[src/sv/mwm_pkg.sv]
// Shared types and constants for the mecanum wheel mixer.
// Used by every module of the block; depends on nothing else.

package mwm_pkg;

	localparam int VelW        = 16;  // signed Q4.12 velocity command
	localparam int CfgW        = 16;  // unsigned Q4.12 geometry register
	localparam int CfgIdxW     = 1;   // two geometry registers
	localparam int KW          = 17;  // unsigned Q5.12 geometry sum
	localparam int WheelW      = 34;  // signed Q.24 raw wheel sum
	localparam int MagW        = 33;  // magnitude of a raw wheel sum
	localparam int RemW        = 48;  // divider partial remainder
	localparam int QuoW        = 15;  // wheel speed magnitude, up to 1.0 in Q.14
	localparam int SpeedW      = 16;  // signed Q2.14 wheel speed
	localparam int NumWheels   = 4;
	localparam int DivSteps    = 15;  // one quotient bit per divider stage
	localparam int FracShift   = 14;
	localparam int BypassW     = 25;  // unscaled magnitude plus rounding bias
	localparam int QDepth      = 8;
	localparam int QPtrW       = 3;
	localparam int QCntW       = 4;
	localparam int FrontStages = 4;

	localparam logic [MagW-1:0]        OneQ24    = MagW'(33'd16777216);
	localparam logic [BypassW-1:0]     RoundHalf = BypassW'(25'd512);
	localparam logic [CfgW-1:0]        GeomReset = CfgW'(16'd4096);
	localparam logic signed [SpeedW-1:0] SpeedOne = SpeedW'(16'sd16384);

	// Wheel order in all arrays.
	localparam int WhlFl = 0;
	localparam int WhlFr = 1;
	localparam int WhlRl = 2;
	localparam int WhlRr = 3;

	typedef enum logic [CfgIdxW-1:0] {
		REG_WHEEL_BASE  = 1'b0,
		REG_TRACK_GAUGE = 1'b1
	} mwm_reg_t;

	// One classified command as it travels from the front to the back.
	typedef struct packed {
		logic [NumWheels-1:0]           neg;
		logic [NumWheels-1:0][MagW-1:0] mag;
		logic [MagW-1:0]                peak;
	} mwm_item_t;

	typedef struct packed {
		logic not_empty;
		logic almost_full;
	} mwm_qstat_t;

endpackage

[src/sv/mwm_queue.sv]
// Short command queue between the front and back of the wheel mixer.
// Depends on mwm_pkg.

module mwm_queue import mwm_pkg::*; (
	input  logic       clk,
	input  logic       arst_n,
	input  logic       push,
	input  mwm_item_t  wr_item,
	input  logic       pop,
	output mwm_item_t  rd_item,
	output mwm_qstat_t stat
);

	mwm_item_t        mem_q [QDepth];
	logic [QPtrW-1:0] wr_ptr_q, rd_ptr_q;
	logic [QCntW-1:0] count_q;

	always_ff @(posedge clk) begin
		if (push) begin
			mem_q[wr_ptr_q] <= wr_item;
		end
	end

	always_ff @(posedge clk or negedge arst_n) begin
		if (!arst_n) begin
			wr_ptr_q <= '0;
			rd_ptr_q <= '0;
			count_q  <= '0;
		end else begin
			if (push) begin
				wr_ptr_q <= wr_ptr_q + 1'b1;
			end
			if (pop) begin
				rd_ptr_q <= rd_ptr_q + 1'b1;
			end
			case ({push, pop})
				2'b10:   count_q <= count_q + 1'b1;
				2'b01:   count_q <= count_q - 1'b1;
				default: count_q <= count_q;
			endcase
		end
	end

	assign rd_item          = mem_q[rd_ptr_q];
	assign stat.not_empty   = (count_q != '0);
	// Leave room for every command still inside the front end.
	assign stat.almost_full = (count_q >= QCntW'(QDepth - FrontStages));

endmodule

[config.mk]
export PLATFORM = sky130hd
export DESIGN_NAME = mwm_queue
export DESIGN_NICKNAME = d
export VERILOG_FILES = /design/src/sv/mwm_pkg.sv /design/src/sv/mwm_queue.sv
export SDC_FILE = /design/constraint.sdc
export NUM_CORES = 1
export LEC_CHECK = 0
export BUFFER_PORTS_ARGS = -buffer_cell sky130_fd_sc_hd__buf_4
export CORE_MARGIN = 1.5
export CORE_UTILIZATION = 60
export CTS_BUF_LIST = sky130_fd_sc_hd__clkbuf_8
export CTS_CLUSTER_SIZE = 20
export DETAILED_ROUTE_END_ITERATION = 7
export GPL_TIMING_DRIVEN = 0
export PLACE_DENSITY = 0.79
export SYNTH_ARGS = -nofsm -noshare
export SYNTH_HDL_FRONTEND = slang
export SYNTH_SLANG_ARGS = --single-unit
export TNS_END_PERCENT = 20
[constraint.sdc]
create_clock -name clk -period 16.3 [get_ports clk]
set_clock_uncertainty 0.05 [all_clocks]
set_input_delay 0.815 -clock clk [delete_from_list [all_inputs] [get_ports clk]]
set_output_delay 0.815 -clock clk [all_outputs]
set_load 0.02 [all_outputs]
-- Word-level counts from Yosys, hierarchy flattened
Memory sizes are Yosys's and may differ from the RTL's.
Index checks and enable logic that the tools add are counted.
- register bits after elaboration: 10
- bits in writable memories: 1352
- bits of input ports: 173
- output and inout port bits: 171
- logic and storage cells: 16
- memories kept: 1
- memory list (name ; words ; width ; rd ports ; clocked after Yosys merged registers in ; write ports ; RTL line ; text):
    mem_q ; 8 ; 169 ; 1 ; 0 ; 1 ; mwm_queue.sv:14 ; mwm_item_t mem_q [QDepth];
- add/subtract/negate cells: 4
- magnitude comparators: 1
- equality and inequality tests: 2
- multiplexer cells: 3
- reduce and logical (&&, ||, !) cells: 2
- operators by type and width (operator ; number):
    $pmux 4 s2 ; 1
    $add 3x1->3 const B ; 2
    $add 4x1->4 const B ; 1
    $ge 4x3->1 const B ; 1
    $reduce_bool 4->1 ; 1
    $sub 4x1->4 const B ; 1
    $eq 2x1->1 const B ; 1
    $eq 2x2->1 const B ; 1
    $mux 1 ; 2
    $reduce_bool 2->1 ; 1

-- Depth between registers and ports, before layout
- depth in word-level cells: 2
- depth in mapped cells: 7

-- Least setup slack after synthesis
Ideal clock, no wire load.
- path kind: input to register
- from: input push
- to: memory mem_q[0][0] (netlist name) (enable)
- setup time: 905 ps
- arrival time: 12297 ps
- required time: 15345 ps
- path slack: 3049 ps
- cell stages on the path: 2
- path buffers: 0
- path through: nand2b_1 nor3_1
- longest elaborated chain between the ends: 2
- RTL lines (element ; RTL line ; text):
    start: declaration ; mwm_queue.sv:7 ; input logic push,
    $mux 1 ; mwm_queue.sv:19 ; if (push) begin
    $mux 1 (not written as such) ; mwm_queue.sv:20 ; mem_q[wr_ptr_q] <= wr_item;
    end: declaration ; mwm_queue.sv:14 ;
Every way passes these cells.

==> impl_metrics.tcl <==
set metrics [dict create \
    finalHoldViolCount 0 \
    grt_pass1_wl_mm 162 \
    grt_pass1_vias 25400 \
    viasPerCell 6.07 \
    worstMarginPinSlew_ps 1260 \
    swShare 0.317 \
    regArea_um2 40800 \
    antenna_found_initial 19 \
    fmax_mhz 217 \
    root_buffer "clkbuf_8" \
    yosysSeqAreaShare 0.783 \
    multi_input_area_um2 10700 \
    crit_start "rd_ptr_q[2]$_DFFE_PN0P_" \
    fin_tns_setup_ps 0 \
    reg2reg_depth 9 \
    grt_max_degree 26 \
    fin_total_pwr_mw 11.1 \
    synth_most_common_cell "edfxtp_1" \
    core_um2 85700 \
    cp_common_cell "clkbuf_1" \
    yosys_most_used_dff "edfxtp_1" \
    arrival_ps 3740 \
    first_pass_iters 7 \
    port_buffers 343 \
    syn_nets 2191 \
    avgRoutedWirePerCell_um 27.9 \
    ios 344 \
    hold_start "wr_item[129]" \
    cp_slowest_cell "clkbuf_1" \
    internal_power_mw 7.58 \
    clk_pin_slew_worst_paths_ps 70 \
    routed_wl_mm 111 \
    fill_cells 4771 \
    cts_tree "done" \
    synth_warnings 0 \
    power_frac_seq 0.405 \
    vias 24100 \
    start_kind "register" \
    critPathMaxStageDelay_ps 960 \
    rsz0062_at_grt "no" \
    ys_types 32 \
    die_y_um 298 \
    worstPathRequired_ps 15440 \
    pwr-share-comb 0.360 \
    htree_num_levels 4 \
    whs_ps 124 \
    crit_cells 5 \
    p_per_area_nw_per_um2 180 \
    area_growth_pct 18.0 \
    clockPowerShare 0.235 \
    relSlewSlack 0.162 \
    worst-path-buf-inv 4 \
    synth.area.top_cells "edfxtp_1 78%, mux4_1 11%, mux4_2 5.5%" \
    cts_setup_buffers 0 \
    fin_crit_ps 4610 \
    drtAntennaViolNets 0 \
    path_class "reg2out" \
    power.switching_mw 3.52 \
    setup_viol 0 \
    r2r-end "mem_q[2][74]$_DFFE_PP_" \
    synth_seq_cells 1362 \
    first_iter_violations 2221 \
    fin_crit_sh 0.283 \
    end_kind "primary output" \
    cts_sinks 1362 \
    path_max_fanout 10 \
    cts_resized 0 \
    drv_cap 0 \
    cts_buffers 206 \
    drive_gt1_frac 0.373 \
    hpwl_mm 70.2 \
    path_delay_family "buffers and inverters" \
    p_leak_nw 21.1 \
    gp_congestion 0.742 \
    syn-instance-count 2013 \
    clk_latency_ps 840 \
    outcome "finished clean" \
    yosysTopAreaCell "edfxtp_1" \
    hold_class "in2reg" \
    crit_chain "buf_2, clkbuf_1, clkbuf_1, mux2_2, buf_4" \
    cts_buffer_depth 3 \
    yosys.area.top_type_share 0.778 \
    netlist_area_um2 52200 \
    synth-edff-count 1352 \
    hold_depth 1 \
    fin_nets 2832 \
    std_cell_rows 107 \
    avgSynthCellArea_um2 25.9 \
    die_area_um2 88700 \
    drc 0 \
    ys_top_cells_by_count "1352 x edfxtp_1, 210 x mux4_1, 172 x mux2_2" \
    track_usage 0.253 \
    initial_core_util 0.609 \
    final_max_slew_viol_count 0 \
    die_x_um 298 \
    async_flop_share 0.00734 \
    peakVddDrop_mv 0.140 \
    r2r_setup_slack_ps 13370 \
    reg2reg_from "wr_ptr_q[1]$_DFFE_PN0P_" \
    hold_path_end "mem_q[1][129]$_DFFE_PP_" \
    postCtsHoldBufs 1 \
    grt_overflow 0 \
]
## registers in the layout, summed over array words and instances (netlist names)
name / cells
count_q: 4
rd_ptr_q: 3
mem_q: 1352
wr_ptr_q: 3
## how the worst max path moves through the flow
stage / slack (ps) / endpoint
floorplan: 3050 / mem_q[0][0]$_DFFE_PP_
global placement: -10020 / mem_q[0][70]$_DFFE_PP_
detailed placement: 12510 / rd_item[112]
CTS: 11540 / rd_item[112]
global route: 11540 / rd_item[71]
finish: 11690 / rd_item[112]
## area by class of cell
cell class	count	area share
Antenna cell	10	0.000407
Sequential cell	1362	0.664
Multi-Input combinational cell	552	0.174
Tap cell	1144	0.0233
Inverter	3	0.000183
Clock inverter	162	0.0149
Timing Repair Buffer	433	0.0656
Clock buffer	213	0.0476
Buffer	96	0.0106
## power by group through the flow
stage                     clock [mW]  sequential [mW]  combinational (mW)
after floorplan                    0             4.68                2.43
after global placement             0             4.88                3.80
after detailed placement           0             4.56                4.03
after CTS                       2.66             4.49                4.05
after global routing            2.80             4.52                4.19
final                           2.60             4.49                4.00
## cells by family (layout without fill, tap and decap cells)
group,after synthesis,after routing,share of synthesized area
adder cells (fa/ha/maj),5,5,0.00120
XOR/XNOR,7,7,0.00118
buffers and inverters,99,907,0.0127
AO/OA/AOI/OAI,6,6,0.000888
flip-flops,1362,1362,0.783
other,0,10,0
AND/OR/NAND/NOR,23,23,0.00235
multiplexers,511,511,0.198
## through the flow
step,cell area (um^2),setup slack [ps],util,std cells
floorplan,52200,3050,-,2013
global placement,56200,-10020,0.655,3500
detailed placement,57700,12510,0.673,3589
CTS,61500,11540,0.718,3965
global route,61500,11540,0.718,3972
finish,61600,11690,0.718,3975
## cell usage in the layout, fill, tap and decap left out, drive strengths merged, types with 2 or more instances in the layout
cell	instances
edfxtp	1352
xor2	3
ha	5
nor3	2
xnor2	4
dfrtp	10
clkbuf	252
nor2	7
mux4	338
inv	69
nand2b	3
bufinv	8
clkinv	83
nand2	4
mux2	172
clkinvlp	5
diode	10
buf	489
## layer usage
layer | wire length (um) | part of all wire | global-route usage | vias up
met4 | 2580 | 0.023 | 0.0859 | 22
li1 | - | - | - | 10200
met1 | 43800 | 0.40 | 0.345 | 12600
met2 | 55000 | 0.50 | 0.406 | 1012
met5 | 156 | 0.0014 | 0 | -
met3 | 9130 | 0.082 | 0.0648 | 192
Power figures use the tool's default switching activity.
