### src/sv/mwm_pkg.sv
// Shared types and constants for the mecanum wheel mixer.
// Used by every module of the block; depends on nothing else.

package mwm_pkg;

	localparam int VelW        = 16;  // signed Q4.12 velocity command
	localparam int CfgW        = 16;  // unsigned Q4.12 geometry register
	localparam int CfgIdxW     = 1;   // two geometry registers
	localparam int KW          = 17;  // unsigned Q5.12 geometry sum
	localparam int WheelW      = 34;  // signed Q.24 raw wheel sum
	localparam int MagW        = 33;  // magnitude of a raw wheel sum
	localparam int RemW        = 48;  // divider partial remainder
	localparam int QuoW        = 15;  // wheel speed magnitude, up to 1.0 in Q.14
	localparam int SpeedW      = 16;  // signed Q2.14 wheel speed
	localparam int NumWheels   = 4;
	localparam int DivSteps    = 15;  // one quotient bit per divider stage
	localparam int FracShift   = 14;
	localparam int BypassW     = 25;  // unscaled magnitude plus rounding bias
	localparam int QDepth      = 8;
	localparam int QPtrW       = 3;
	localparam int QCntW       = 4;
	localparam int FrontStages = 4;

	localparam logic [MagW-1:0]        OneQ24    = MagW'(33'd16777216);
	localparam logic [BypassW-1:0]     RoundHalf = BypassW'(25'd512);
	localparam logic [CfgW-1:0]        GeomReset = CfgW'(16'd4096);
	localparam logic signed [SpeedW-1:0] SpeedOne = SpeedW'(16'sd16384);

	// Wheel order in all arrays.
	localparam int WhlFl = 0;
	localparam int WhlFr = 1;
	localparam int WhlRl = 2;
	localparam int WhlRr = 3;

	typedef enum logic [CfgIdxW-1:0] {
		REG_WHEEL_BASE  = 1'b0,
		REG_TRACK_GAUGE = 1'b1
	} mwm_reg_t;

	// One classified command as it travels from the front to the back.
	typedef struct packed {
		logic [NumWheels-1:0]           neg;
		logic [NumWheels-1:0][MagW-1:0] mag;
		logic [MagW-1:0]                peak;
	} mwm_item_t;

	typedef struct packed {
		logic not_empty;
		logic almost_full;
	} mwm_qstat_t;

endpackage

### src/sv/mwm_front.sv
// Front end of the mecanum wheel mixer: geometry registers, mix and peak search.
// Depends on mwm_pkg.

module mwm_front import mwm_pkg::*; (
	input  logic                     clk,
	input  logic                     arst_n,
	input  logic                     cfg_write,
	input  logic [CfgIdxW-1:0]       cfg_index,
	input  logic [CfgW-1:0]          cfg_data,
	input  logic                     accept,
	input  logic signed [VelW-1:0]   forward_velocity,
	input  logic signed [VelW-1:0]   sideways_velocity,
	input  logic signed [VelW-1:0]   rotation_velocity,
	output logic                     push,
	output mwm_item_t                item
);

	logic [CfgW-1:0] wheel_base_q, track_gauge_q;
	logic [CfgW-1:0] wb_nxt, tg_nxt;
	logic [KW-1:0]   k_q;

	logic                     vld_s1, vld_s2, vld_s3, vld_s4;
	logic signed [VelW-1:0]   fwd_s1, side_s1;
	logic signed [WheelW-1:0] rot_s1;
	logic signed [WheelW-1:0] w_s2 [NumWheels];
	logic [NumWheels-1:0]     neg_s3;
	logic [MagW-1:0]          mag_s3 [NumWheels];
	mwm_item_t                item_s4;

	logic signed [WheelW-1:0] vx, vy;
	logic signed [WheelW-1:0] w_neg [NumWheels];
	logic [MagW-1:0]          m01, m23;

	always_comb begin
		wb_nxt = wheel_base_q;
		tg_nxt = track_gauge_q;
		if (cfg_write) begin
			unique case (mwm_reg_t'(cfg_index))
				REG_WHEEL_BASE:  wb_nxt = cfg_data;
				REG_TRACK_GAUGE: tg_nxt = cfg_data;
			endcase
		end
	end

	// The geometry sum is kept ready so the multiplier sees a register.
	always_ff @(posedge clk or negedge arst_n) begin
		if (!arst_n) begin
			wheel_base_q  <= GeomReset;
			track_gauge_q <= GeomReset;
			k_q           <= {1'b0, GeomReset} + {1'b0, GeomReset};
		end else begin
			wheel_base_q  <= wb_nxt;
			track_gauge_q <= tg_nxt;
			k_q           <= {1'b0, wb_nxt} + {1'b0, tg_nxt};
		end
	end

	always_ff @(posedge clk or negedge arst_n) begin
		if (!arst_n) begin
			vld_s1 <= 1'b0;
			vld_s2 <= 1'b0;
			vld_s3 <= 1'b0;
			vld_s4 <= 1'b0;
		end else begin
			vld_s1 <= accept;
			vld_s2 <= vld_s1;
			vld_s3 <= vld_s2;
			vld_s4 <= vld_s3;
		end
	end

	always_comb begin
		vx = {{(WheelW-VelW-12){fwd_s1[VelW-1]}}, fwd_s1, 12'b0};
		vy = {{(WheelW-VelW-12){side_s1[VelW-1]}}, side_s1, 12'b0};
		for (int i = 0; i < NumWheels; i++) begin
			w_neg[i] = -w_s2[i];
		end
		m01 = (mag_s3[WhlFl] > mag_s3[WhlFr]) ? mag_s3[WhlFl] : mag_s3[WhlFr];
		m23 = (mag_s3[WhlRl] > mag_s3[WhlRr]) ? mag_s3[WhlRl] : mag_s3[WhlRr];
	end

	always_ff @(posedge clk) begin
		// Stage 1: rotation term, the only multiply.
		fwd_s1  <= forward_velocity;
		side_s1 <= sideways_velocity;
		rot_s1  <= WheelW'(rotation_velocity) * WheelW'($signed({1'b0, k_q}));
		// Stage 2: the four mixes, exact in Q.24.
		w_s2[WhlFl] <= vx - vy - rot_s1;
		w_s2[WhlFr] <= vx + vy + rot_s1;
		w_s2[WhlRl] <= vx + vy - rot_s1;
		w_s2[WhlRr] <= vx - vy + rot_s1;
		// Stage 3: sign and magnitude.
		for (int i = 0; i < NumWheels; i++) begin
			neg_s3[i] <= w_s2[i][WheelW-1];
			mag_s3[i] <= w_s2[i][WheelW-1] ? w_neg[i][MagW-1:0] : w_s2[i][MagW-1:0];
		end
		// Stage 4: largest magnitude.
		item_s4.neg  <= neg_s3;
		for (int i = 0; i < NumWheels; i++) begin
			item_s4.mag[i] <= mag_s3[i];
		end
		item_s4.peak <= (m01 > m23) ? m01 : m23;
	end

	assign push = vld_s4;
	assign item = item_s4;

endmodule

### config.mk
export PLATFORM = sky130hd
export DESIGN_NAME = mwm_front
export DESIGN_NICKNAME = d
export VERILOG_FILES = /design/src/sv/mwm_pkg.sv /design/src/sv/mwm_front.sv
export SDC_FILE = /design/constraint.sdc
export NUM_CORES = 2
export LEC_CHECK = 0
export BUFFER_PORTS_ARGS = -buffer_cell sky130_fd_sc_hd__buf_2
export CAP_MARGIN = 20
export CORE_MARGIN = 5
export CORE_UTILIZATION = 25
export DETAILED_ROUTE_END_ITERATION = 10
export MAX_ROUTING_LAYER = met4
export PLACE_DENSITY = 0.48
export SYNTH_ARGS = -nofsm -noshare
export SYNTH_HDL_FRONTEND = slang
export SYNTH_SLANG_ARGS = --single-unit
### constraint.sdc
create_clock -name clk -period 8.8 [get_ports clk]
set_input_delay 0 -clock clk [delete_from_list [all_inputs] [get_ports clk]]
set_output_delay 0 -clock clk [all_outputs]
set_load 0.01 [all_outputs]
# Word-level counts from Yosys, hierarchy flattened
# Memory sizes are Yosys's and may differ from the RTL's.
# Index checks and enable logic that the tools add are counted.
word_totals:
  ff_bits: 292
  n_memories: 2
  word_cells: 45
  output_inout_bits: 170
  inputBits: 69
  ramBits: 268
classes:
  order_cmp: 3
  muxes: 11
  mul: 1
  n_addsub: 11
mem_list:
  columns: ["name", "words", "word_bits", "read_ports", "rd_ports_with_merged_regs", "write_ports", "line_no", "text"]
  rows:
  - ["w_s2", 4, 34, 4, 0, 4, "mwm_front.sv:25", "logic signed [WheelW-1:0] w_s2 [NumWheels];"]
  - ["mag_s3", 4, 33, 4, 0, 4, "mwm_front.sv:27", "logic [MagW-1:0] mag_s3 [NumWheels];"]
op_table:
  columns: ["op", "n"]
  rows:
  - ["two-way mux 33 bit", 7]
  - ["negation 33 bit", 4]
  - ["greater-than comparator 33 bit", 3]
  - ["adder 29 x 34 -> 34 bit", 2]
  - ["subtractor 29 x 34 -> 34 bit", 2]
  - ["two-way mux 16 bit", 4]
  - ["multiplier 16 x 18 -> 34 bit", 1]
  - ["adder 28 x 28 -> 29 bit", 1]
  - ["subtractor 28 x 28 -> 29 bit", 1]
  - ["adder 16 x 16 -> 17 bit", 1]

# Logic depth before layout (Yosys ltp)
# An unclocked memory read counts as a cell.
depth:
  word_depth: 5
  ltp_mapped: 24
  ltp_nobuf: 23

# Worst setup path after synthesis
# No wires, ideal clock.
synth_timing:
  path_kind: "flip-flop to flip-flop"
  startpoint: "register k_q[6]"
  endpoint: "register rot_s1[32]"
  path_buffers: 2
  required_time_ps: 8709
  setup_ps: 91
  path_slack_ps: 2622
  period_less_slack_ps: 6178
  arrival_time_ps: 6087
  path_stages_with_launch: 24
  path_cell_list: "dfrtp_1 clkbuf_1 and2_1 fa_1 inv_1 fa_1 fa_1 inv_1 fa_1 fa_1 inv_1 fa_1 inv_1 ha_1 clkbuf_1 nand2_1 a2111oi_0 o21ai_0 a21oi_1 o21ai_0 a311oi_1 a221oi_1 and2_1 a311oi_1"
synth_between:
  elab_chain_cells: 1
synth_lines:
  columns: ["element", "line_no", "text"]
  rows:
  - ["from (decl)", "mwm_front.sv:20", "logic [KW-1:0] k_q;"]
  - ["from (signal assigned)", "mwm_front.sv:50", "k_q <= {1'b0, GeomReset} + {1'b0, GeomReset};"]
  - ["from (signal assigned)", "mwm_front.sv:54", "k_q <= {1'b0, wb_nxt} + {1'b0, tg_nxt};"]
  - ["multiplier 16 x 18 -> 34 bit", "mwm_front.sv:86", "rot_s1 <= WheelW'(rotation_velocity) * WheelW'($signed({1'b0, k_q}));"]
  - ["to (signal assigned)", "mwm_front.sv:86", null]
  - ["to (decl)", "mwm_front.sv:24", "logic signed [WheelW-1:0] rot_s1;"]
# Every way passes these cells.

==> implementation parameters <==
Parameter                              Value

Status
  Status    complete, no violations

Floorplanning
  Core footprint    131000 µm²
  Die area    approximately 140000 µm²
  Initial standard-cell utilization of the core    25.1%
  Die X-Extent    372 µm
  FP Rows    133
  Number of placed I/O pins    approximately 240
  Die height    372 µm

Detailed routing
  Antenna Violating Nets Remaining    0
  Routed len/inst    16.6 µm
  Vias per inst    4.30
  Number of detailed-routing iterations run before antenna repair    5
  Post-detailed-routing wire length    90800 µm
  Overall via count from detail_route    23505
  Detailed router's first-iteration violation count    1201
  DRC errors left    0

Timing
  Fin crit period    7020 ps
  Unrepaired setup endpoints after global routing    no
  Actual slew at the worst max-slew pin    approximately 1100 ps
  Count of final max-slew check failures    0
  Headroom to the max-slew limit    29.1%
  Setup ws final    1780 ps
  Maximum frequency from static timing analysis    between 100 and 150 MHz
  Total Negative Setup Slacks    0 ps
  Endpoints failing setup    0
  Part of the cycle the worst path needs    between 70 and 80%
  Final clock skew    around 86 ps
  Hold violation total from the final report    0

Layout
  Most frequent standard cell in the layout excluding fill and tap cells    dfxtp_1
  Layout overhead on the synthesized area    18.5%
  Fraction of layout cells with a size suffix above 1    between 10% and 20%
  Total non-filler cell area in the finished layout    roughly 40000 µm²
  Layout filler cell count    between 10000 and 15000
  Number of nets in the finished design    4293
  Commonest non-fill, non-tap cells in the layout    476 x dfxtp_1, 470 x inv_1, 356 x ha_1

Yosys
  Synthesized area per cell    9.72 µm²
  Synthesis Warnings    0
  Number of cells produced by synthesis    3379
  Flip-flop and latch count after synthesis    529
  Async set or reset register ratio after synthesis    10.0%
  Top FF cell, synth    dfxtp_1
  Nets in the synthesized netlist    around 4000
  Syn Std Cell Area    32800 µm²
  Number of synthesized flops with an enable pin    0
  Register area share after synthesis    33.1%
  Library cells used by synthesis    73

Worst setup path
  Reg-to-reg setup timing slack    1780 ps
  Worst Setup SP    mag_s3[1][18]$_DFF_P_
  Sort of element at the start of the critical path    register
  R2r worst-path depth    23
  Capture point of the worst path    item[7]$_DFF_P_
  Largest fanout of any net on the critical path    32
  Worst EP arrival    7590 ps
  Category of the worst setup path capture point    register
  Worst flop-to-flop path startpoint    mag_s3[1][18]$_DFF_P_
  Setup Crit Path Kind    register to register
  Endpoint required time on the critical path    9370 ps
  Endpoint of the lowest-slack register-to-register path    item[7]$_DFF_P_

Clock tree
  Number of gates resized after CTS    0
  Clk Latency, worst-skew pair    between 600 and 700 ps
  H-tree levels    2
  Clock-pin slew reported for the worst setup and hold paths after clock tree synthesis    60 ps
  Post-CTS setup buffers    0
  Total CTS buffers    60
  Clock root buffer    clkbuf_16
  Hold bufs inserted after CTS    between 70 and 80
  Total clock sinks    529
  CTS tree    yes
  Deepest clock path buffer count    3

GRT
  Global-route wire length before repair    roughly 140000 µm
  Initial antenna violation count    15
  Total congestion overflow    0
  Total routing usage reported by global routing    13.4%
  Vias in the first global route    24301
  Pin count of the biggest net entering global routing    54

Flow run
  Max-Cap Viols    0

Placement
  Worst slack at placement    1470 ps
  HPWL Detailed    around 74000 µm
  Placed Instance Area    35900 µm²
  Port-buffer cells    238
  RD Place Congestion    roughly 0.84

Hold path
  Worst hold path class    input port to register
[logic make-up after synthesis]
group	count (synthesis)	synth area share [%]
buffers and inverters	581	6.69
DFF	529	33.1
AOI/OAI and AO/OA	513	10.3
adders and majority gates	569	26.6
xor gates and xnor gates	277	7.39
muxes	129	4.05
and+or+nand+nor	781	12.0
[state kept, by name, summed over array words and instances, names as in the netlist]
name	flops
wheel_base_q	16
push	1
rot_s1	34
item	166
k_q	17
neg_s3	4
w_s2	111
vld_s1	1
vld_s2	1
mag_s3	129
vld_s3	1
track_gauge_q	16
fwd_s1	16
side_s1	16
[per-layer routing]
metal	GRT usage [%]	share of wire, %
met5	-	0
met4	3.19	2.3
met2	21.8	45
met1	17.3	47
met3	2.41	5.4
[critical path, cell delays in order, from the launching register on]
cell and delay [ps]:
dfxtp_1 380, inv_1 60, ha_1 320, a21o_1 180, a21o_1 170, a21o_1 180, a21o_1 190, a2111oi_0 790
o21ai_0 280, o41ai_2 100, buf_4 560, mux2i_1 340, inv_1 70, ha_1 310, a21oi_1 180, nor2b_1 70
o21ai_0 210, o211ai_1 210, a21oi_1 350, nor2b_1 130, a2111oi_1 370, clkdlybuf4s18_2 320, a41o_2 790, mux2i_1 310
[cell type report]
cell class              count  area [µm²]  share of cell area [%]
clock inverters            28         524                    1.35
well taps                1755        2200                    5.64
inverters                 471        1770                    4.54
flip-flops and latches    529       10900                    27.9
multi-input cells        2269       19800                    50.9
diodes                     10        25.0                  0.0643
clock buffers              82        1720                    4.41
repair buffers            324        2020                    5.20
[cell usage after synthesis, types with 9 or more instances]
cell | number | share of area (%)
clkbuf_1 | 95 | 1.1
ha_1 | 356 | 14
xnor2_1 | 226 | 6.0
nand4_1 | 26 | 0.50
a2111oi_0 | 10 | 0.27
nand3_1 | 28 | 0.43
o211ai_1 | 9 | 0.21
inv_1 | 470 | 5.4
o41ai_1 | 14 | 0.37
buf_1 | 9 | 0.10
nor2b_1 | 20 | 0.38
xor2_1 | 51 | 1.4
mux2i_1 | 99 | 3.0
nor2_1 | 139 | 1.6
and2_1 | 131 | 2.5
a211oi_1 | 14 | 0.32
dfxtp_1 | 476 | 29
or2_2 | 9 | 0.17
mux2_2 | 30 | 1.0
a21oi_1 | 161 | 2.5
o21ai_0 | 87 | 1.3
a31oi_1 | 10 | 0.19
o31ai_1 | 30 | 0.69
nor3_1 | 47 | 0.72
o21a_1 | 12 | 0.27
nand2_1 | 241 | 2.8
nand2b_1 | 35 | 0.67
o21bai_1 | 18 | 0.41
or4_1 | 17 | 0.39
a21o_1 | 81 | 1.9
fa_1 | 213 | 13
or3_1 | 41 | 0.78
and3_1 | 15 | 0.29
dfrtp_1 | 50 | 3.8
[worst min path at each step]
stage / endpoint / start / slack, ps / depth (start not counted)
final: wheel_base_q[13]$_DFF_PN0_ / cfg_index / 50 / 4
after global routing: side_s1[8]$_DFF_P_ / sideways_velocity[8] / 70 / 2
after CTS: wheel_base_q[9]$_DFF_PN0_ / cfg_index / 7 / 4
after detailed placement: fwd_s1[5]$_DFF_P_ / forward_velocity[5] / 100 / 1
after global placement: side_s1[13]$_DFF_P_ / sideways_velocity[13] / 100 / 1
after floorplan: k_q[0]$_DFF_PN0_ / arst_n / -300 / 0
[through the flow]
stage                     instances  hold slack, ps  util (%)
after floorplan                3379            -296         -
after global placement         5273             105      27.4
after detailed placement       5274             104      27.4
after CTS                      5458            7.46      29.7
after global routing           5468            71.1      29.7
final                          5468            46.7      29.7
Power is not shown: default switching activity piles up to over one toggle a cycle in this logic, so the estimate is an artifact.
